### config.mk
export PLATFORM = sky130hd
export DESIGN_NAME = rsdz_div
export DESIGN_NICKNAME = d
export VERILOG_FILES = /design/src/hw/rtl/rsdz_div.sv
export SDC_FILE = /design/constraint.sdc
export NUM_CORES = 2
export LEC_CHECK = 0
export ABC_AREA = 1
export BUFFER_PORTS_ARGS = -buffer_cell sky130_fd_sc_hd__buf_2
export CORE_UTILIZATION = 45
export CTS_CLUSTER_DIAMETER = 120
export DETAILED_ROUTE_END_ITERATION = 7
export GPL_ROUTABILITY_DRIVEN = 1
export PLACE_DENSITY_LB_ADDON = 0.25
export SYNTH_ARGS = -nofsm -noshare
export SYNTH_HDL_FRONTEND = slang
export SYNTH_SLANG_ARGS = --single-unit
### constraint.sdc
create_clock -name clk -period 5.9 [get_ports clk]
set_input_delay 1.475 -clock clk [delete_from_list [all_inputs] [get_ports clk]]
set_output_delay 1.475 -clock clk [all_outputs]
set_load 0.005 [all_outputs]
### src/hw/rtl/rsdz_div.sv
`timescale 1ns / 1ps
`default_nettype none
// ----------------------------------------------------------------------------
// Pipelined restoring divider
// One quotient bit per stage, several lanes sharing one divisor.
// ----------------------------------------------------------------------------
module rsdz_div #(
	parameter int LANES = 1,
	parameter int Q_W   = 14,
	parameter int D_W   = 24,
	parameter int TAG_W = 8
) (
	input  wire logic                          clk,
	input  wire logic                          arst_n,
	input  wire logic                          in_valid,
	output logic                               in_ready,
	input  wire logic [LANES-1:0][D_W-1:0]     rem0,
	input  wire logic [LANES-1:0][Q_W-1:0]     num_lo,
	input  wire logic [D_W-1:0]                den,
	input  wire logic [TAG_W-1:0]              in_tag,
	output logic                               out_valid,
	input  wire logic                          out_ready,
	output logic [LANES-1:0][Q_W-1:0]          quo,
	output logic [TAG_W-1:0]                   out_tag
);

	logic                          v_s   [1:Q_W];
	logic [LANES-1:0][D_W-1:0]     rem_s [1:Q_W];
	logic [LANES-1:0][Q_W-1:0]     nl_s  [1:Q_W];
	logic [LANES-1:0][Q_W-1:0]     q_s   [1:Q_W];
	logic [D_W-1:0]                den_s [1:Q_W];
	logic [TAG_W-1:0]              tag_s [1:Q_W];
	logic                          rdy   [1:Q_W+1];

	assign rdy[Q_W+1] = out_ready;

	for (genvar k = 1; k <= Q_W; k++) begin : g_stage
		logic                          v_in;
		logic [LANES-1:0][D_W-1:0]     rem_in;
		logic [LANES-1:0][Q_W-1:0]     nl_in;
		logic [LANES-1:0][Q_W-1:0]     q_in;
		logic [D_W-1:0]                den_in;
		logic [TAG_W-1:0]              tag_in;
		logic [LANES-1:0][D_W-1:0]     rem_nx;
		logic [LANES-1:0][Q_W-1:0]     nl_nx;
		logic [LANES-1:0][Q_W-1:0]     q_nx;

		if (k == 1) begin : g_first
			assign v_in   = in_valid;
			assign rem_in = rem0;
			assign nl_in  = num_lo;
			assign q_in   = '0;
			assign den_in = den;
			assign tag_in = in_tag;
		end else begin : g_next
			assign v_in   = v_s[k-1];
			assign rem_in = rem_s[k-1];
			assign nl_in  = nl_s[k-1];
			assign q_in   = q_s[k-1];
			assign den_in = den_s[k-1];
			assign tag_in = tag_s[k-1];
		end

		assign rdy[k] = !v_s[k] || rdy[k+1];

		always_comb begin
			logic [D_W:0] r2;
			logic         ge;
			for (int l = 0; l < LANES; l++) begin
				r2        = {rem_in[l], nl_in[l][Q_W-1]};
				ge        = r2 >= {1'b0, den_in};
				rem_nx[l] = ge ? D_W'(r2 - {1'b0, den_in}) : r2[D_W-1:0];
				q_nx[l]   = {q_in[l][Q_W-2:0], ge};
				nl_nx[l]  = {nl_in[l][Q_W-2:0], 1'b0};
			end
		end

		always_ff @(posedge clk or negedge arst_n) begin
			if (!arst_n) begin
				v_s[k] <= 1'b0;
			end else if (rdy[k]) begin
				v_s[k] <= v_in;
			end
		end

		always_ff @(posedge clk) begin
			if (rdy[k] && v_in) begin
				rem_s[k] <= rem_nx;
				nl_s[k]  <= nl_nx;
				q_s[k]   <= q_nx;
				den_s[k] <= den_in;
				tag_s[k] <= tag_in;
			end
		end
	end

	assign in_ready  = rdy[1];
	assign out_valid = v_s[Q_W];
	assign quo       = q_s[Q_W];
	assign out_tag   = tag_s[Q_W];

endmodule
`default_nettype wire

==> impl_metrics.prom <==
# TYPE chip_impl_metric gauge
chip_impl_info{name="outcome",value="complete, no violations"} 1
chip_impl_metric{name="tritoncts.num_buffers",unit=""} 100
chip_impl_metric{name="placedInstanceArea",unit="sq um"} 55500
chip_impl_metric{name="fmax",unit="MHz"} 214
chip_impl_metric{name="grtUsageTotal",unit=""} 0.235
chip_impl_metric{name="postRouteAntennaNets",unit=""} 0
chip_impl_info{name="root_buffer",value="sky130_fd_sc_hd__clkbuf_16"} 1
chip_impl_metric{name="synth_area_per_cell",unit="sq um"} 9.44
chip_impl_metric{name="drt-initial-drc-count",unit=""} 3116
chip_impl_metric{name="routed_via_density",unit=""} 5.31
chip_impl_metric{name="synth_top_area_frac",unit=""} 0.524
chip_impl_metric{name="setup_viol",unit=""} 0
chip_impl_metric{name="layout_worst_path_cycle_share",unit=""} 0.792
chip_impl_metric{name="postCtsSetupRepairBufs",unit=""} 0
chip_impl_metric{name="post-route-util",unit=""} 0.506
chip_impl_metric{name="num-nets-final",unit=""} 6227
chip_impl_metric{name="routed_wirelength",unit="mm"} 141
chip_impl_metric{name="dp_hpwl",unit="mm"} 113
chip_impl_metric{name="syn-num-nets",unit=""} 6077
chip_impl_info{name="yosys.cell_count.top_type",value="sky130_fd_sc_hd__nand2_1"} 1
chip_impl_metric{name="maxCapViolCount",unit=""} 0
chip_impl_metric{name="syn-cell-area",unit="sq um"} 53400
chip_impl_info{name="crit_type",value="in -> out"} 1
chip_impl_metric{name="max_stage_delay",unit="ns"} 0.35
chip_impl_metric{name="floorplan.core_area",unit="sq um"} 117000
chip_impl_metric{name="avgRoutedWirePerCell",unit="um"} 19.1
chip_impl_metric{name="clock-skew-final",unit="ns"} 0.0524
chip_impl_metric{name="finalHoldViolations",unit=""} 0
chip_impl_info{name="top_post_synthesis_cells_by_area",value="sky130_fd_sc_hd__edfxtp_1 52%, sky130_fd_sc_hd__nand2_1 9.2%, sky130_fd_sc_hd__ha_1 7.9%"} 1
chip_impl_metric{name="max_slew.worst_pin.slew",unit="ns"} 1.17
chip_impl_metric{name="period_minus_slack",unit="ns"} 4.67
chip_impl_metric{name="number_of_global_route_vias_before_repair",unit=""} 38100
chip_impl_metric{name="seq_area_frac_synth",unit=""} 0.531
chip_impl_metric{name="critical_path_arrival",unit="ns"} 3.20
chip_impl_metric{name="area_of_all_placed_cells_without_fillers",unit="sq um"} 59100
chip_impl_metric{name="path_buf_inv",unit=""} 3
chip_impl_metric{name="internal_power",unit="W"} 0.0217
chip_impl_metric{name="row_count",unit=""} 125
chip_impl_metric{name="first_pass_iters",unit=""} 5
chip_impl_metric{name="sequential_group_share_of_total_power",unit=""} 0.341
chip_impl_metric{name="clk_pin_slew",unit="ns"} 0.06
chip_impl_metric{name="syn2layout_area_growth",unit="%"} 10.7
chip_impl_metric{name="cts.sink_count",unit=""} 946
chip_impl_metric{name="clock_path_buffers",unit=""} 3
chip_impl_info{name="timing.critical_path.from_type",value="input port"} 1
chip_impl_info{name="grt.busiest_layer",value="met2"} 1
chip_impl_metric{name="die_h",unit="um"} 346
chip_impl_metric{name="cts-resized-gates",unit=""} 0
chip_impl_metric{name="postSynthCellCount",unit=""} 5654
chip_impl_info{name="crit_path_end_kind",value="primary output"} 1
chip_impl_metric{name="pin_count",unit=""} 98
chip_impl_metric{name="grt_first_pass_wirelength",unit="mm"} 218
chip_impl_metric{name="postCtsHoldBufs",unit=""} 0
chip_impl_metric{name="placement.io_buffers",unit=""} 97
chip_impl_metric{name="p_switching",unit="W"} 0.0169
chip_impl_metric{name="combinationalPowerShare",unit=""} 0.486
chip_impl_metric{name="grt_util_met2",unit=""} 0.391
chip_impl_metric{name="place_ws",unit="ns"} 1.18
chip_impl_metric{name="vdd_ir_drop_max",unit="V"} 0.000267
chip_impl_metric{name="via_count",unit=""} 39300
chip_impl_metric{name="power.clock.fraction",unit=""} 0.173
chip_impl_metric{name="p_leak",unit="nW"} 25.9
chip_impl_metric{name="timing.max_slew.rel_slack",unit=""} 0.216
chip_impl_metric{name="power.switching_fraction",unit=""} 0.438
chip_impl_metric{name="postSynthRegisterBits",unit=""} 946
chip_impl_metric{name="grt_overflow",unit=""} 0
chip_impl_metric{name="route.detailed.drc",unit=""} 0
chip_impl_metric{name="synth-async-reset-ratio",unit=""} 0.0148
chip_impl_info{name="tritoncts_clock_tree",value="built"} 1
chip_impl_metric{name="starting_density_of_the_core",unit=""} 0.457
chip_impl_metric{name="final_layout_size_suffix_gt1_frac",unit=""} 0.0642
chip_impl_info{name="top_ff_cell_synth",value="sky130_fd_sc_hd__edfxtp_1"} 1
chip_impl_info{name="critical-path-top-delay-family",value="simple AND/OR/NAND/NOR gates"} 1
chip_impl_info{name="hold_path.class",value="reg -> reg"} 1
chip_impl_info{name="synth.top_cells.by_count",value="1,310 x sky130_fd_sc_hd__nand2_1, 932 x sky130_fd_sc_hd__edfxtp_1, 849 x sky130_fd_sc_hd__inv_1, 473 x sky130_fd_sc_hd__nor2_1, 420 x sky130_fd_sc_hd__a21oi_1"} 1
chip_impl_metric{name="grt_util_met1",unit=""} 0.315
chip_impl_info{name="rsz0062_at_grt",value="false"} 1
chip_impl_metric{name="grt_start_max_net_pins",unit=""} 71
chip_impl_metric{name="clkLatencyLatePin",unit="ns"} 0.70
chip_impl_metric{name="synthesis.yosys.warnings",unit=""} 0
chip_impl_info{name="critical_path.cell_chain",value="buf_2 -> inv_1 -> nand3_1 -> nor2_1 -> nand4_1 -> nor2_1 -> nand4_1 -> nor2_1 -> nand4_1 -> buf_2"} 1
chip_impl_metric{name="die_w",unit="um"} 346
chip_impl_metric{name="critical_path_maximum_fanout",unit=""} 4
chip_impl_metric{name="die-area",unit="sq um"} 120000
chip_impl_metric{name="globalRouteMet3Util",unit=""} 0.0281
chip_impl_metric{name="cts.htree.levels",unit=""} 3
chip_impl_metric{name="power.density",unit="nW/um^2"} 652
chip_impl_metric{name="grt_antenna_before_repair",unit=""} 3
chip_impl_metric{name="crit_required",unit="ns"} 4.43
chip_impl_metric{name="count_of_flip_flops_with_a_built_in_enable_after_synthesis",unit=""} 932
chip_impl_metric{name="yosysUniqueCellTypes",unit=""} 47
chip_impl_metric{name="globalplace.congestion",unit=""} 0.981
chip_impl_metric{name="fin_tns_setup",unit="ns"} 0
chip_impl_info{name="post-synth-top-area-cell",value="sky130_fd_sc_hd__edfxtp_1"} 1
chip_impl_info{name="worst_path_max_delay_cell",value="sky130_fd_sc_hd__nor2_1"} 1
chip_impl_metric{name="layout_setup_ws",unit="ns"} 1.23
chip_impl_metric{name="final_max_slew_viol_count",unit=""} 0
[cell families after synthesis]
| group | Yosys count | synth area share |
|---|---|---|
| fa+ha+maj | 349 | 0.0836 |
| simple gates | 2357 | 0.191 |
| buf+inv | 923 | 0.0690 |
| xor+xnor | 233 | 0.0382 |
| compound gates | 846 | 0.0876 |
| flops | 946 | 0.531 |
[power groups by stage]
stage | logic, W | clock network, W | registers [W]
3_5_place_dp | 0.0184 | 0 | 0.0133
6_report | 0.0187 | 0.00668 | 0.0131
3_3_place_gp | 0.0183 | 0 | 0.0132
4_1_cts | 0.0185 | 0.00683 | 0.0131
5_1_grt | 0.0210 | 0.00708 | 0.0133
2_1_floorplan | 0.0139 | 0 | 0.0124
[worst reg2reg max path, cell delays in order, from the launching register on]
cell                       delay, ns
sky130_fd_sc_hd__edfxtp_1       0.43
sky130_fd_sc_hd__ha_1           0.40
sky130_fd_sc_hd__nand2_1        0.14
sky130_fd_sc_hd__inv_1          0.05
sky130_fd_sc_hd__a21oi_1        0.18
sky130_fd_sc_hd__nor2_1         0.06
sky130_fd_sc_hd__nor2_1         0.17
sky130_fd_sc_hd__nor2_1         0.06
sky130_fd_sc_hd__nor2_1         0.67
sky130_fd_sc_hd__nand3_2        0.83
sky130_fd_sc_hd__o21ai_0        0.52
[path summary, 6_finish.rpt]
| path | startpoint | to | slack [ns] | cells past startpoint |
|---|---|---|---|---|
| min in group asynchronous | arst_n | g_stage[4].v_in$_DFFE_PN0P_ | 0.68 | 1 |
| max | out_ready | in_ready | 1.23 | 10 |
| min | q_s[1][71]$_DFFE_PP_ | q_s[1][86]$_DFFE_PP_ | 0.41 | 0 |
| max reg2reg | rem_s[2][10]$_DFFE_PP_ | rem_s[2][38]$_DFFE_PP_ | 2.18 | 10 |
| min reg2reg | q_s[1][71]$_DFFE_PP_ | q_s[1][86]$_DFFE_PP_ | 0.41 | 0 |
| max in group asynchronous | arst_n | g_stage[14].v_in$_DFFE_PN0P_ | 4.95 | 1 |
[per-stage QoR]
stage / hold WS, ns / std cells / power [W]
global route: 0.418 / 7413 / 0.0414
detailed placement: 0.405 / 7226 / 0.0317
floorplan: 0.400 / 5654 / 0.0263
CTS: 0.414 / 7413 / 0.0385
finish: 0.409 / 7414 / 0.0385
global placement: 0.400 / 7226 / 0.0315
[placed cells by master, fill, tap and decap left out, drive strengths merged, types with 14 or more instances in the layout]
| cell type | instances |
|---|---|
| nand2 | 1318 |
| edfxtp | 932 |
| inv | 857 |
| nor2 | 482 |
| a21oi | 427 |
| ha | 336 |
| o21ai | 300 |
| nand3 | 229 |
| nand4 | 189 |
| xor2 | 157 |
| buf | 121 |
| clkbuf | 108 |
| nor3 | 91 |
| xnor2 | 76 |
| o21bai | 54 |
| a21o | 45 |
| clkinv | 38 |
| nand3b | 26 |
| bufinv | 18 |
| nor4 | 17 |
| clkinvlp | 16 |
| dfrtp | 14 |
[state kept, by name, summed over array words and instances, names as in the netlist]
register      cells
out_valid         1
tag_s           112
den_s           312
rem_s           312
q_s             105
nl_s             91
g_stage.v_in     13
[area by class of cell]
cell class,instances,area (sq um)
diodes,1,2.50
clock inverters,79,1030
repair buffers,121,691
multi-input cells,3785,21400
inverters,850,3190
clock buffers,108,2530
well taps,1524,1910
flip-flops and latches,946,28300
fillers,10800,57700
[per-layer routing]
metal | part of all wire | vias to the layer above | routed length (um)
met5 | 0 | - | 0
met4 | 0.035 | 0 | 4930
met3 | 0.056 | 248 | 7870
met2 | 0.46 | 1179 | 65700
met1 | 0.45 | 18400 | 63000
li1 | - | 19500 | -
(Power assumes the default switching activity.)
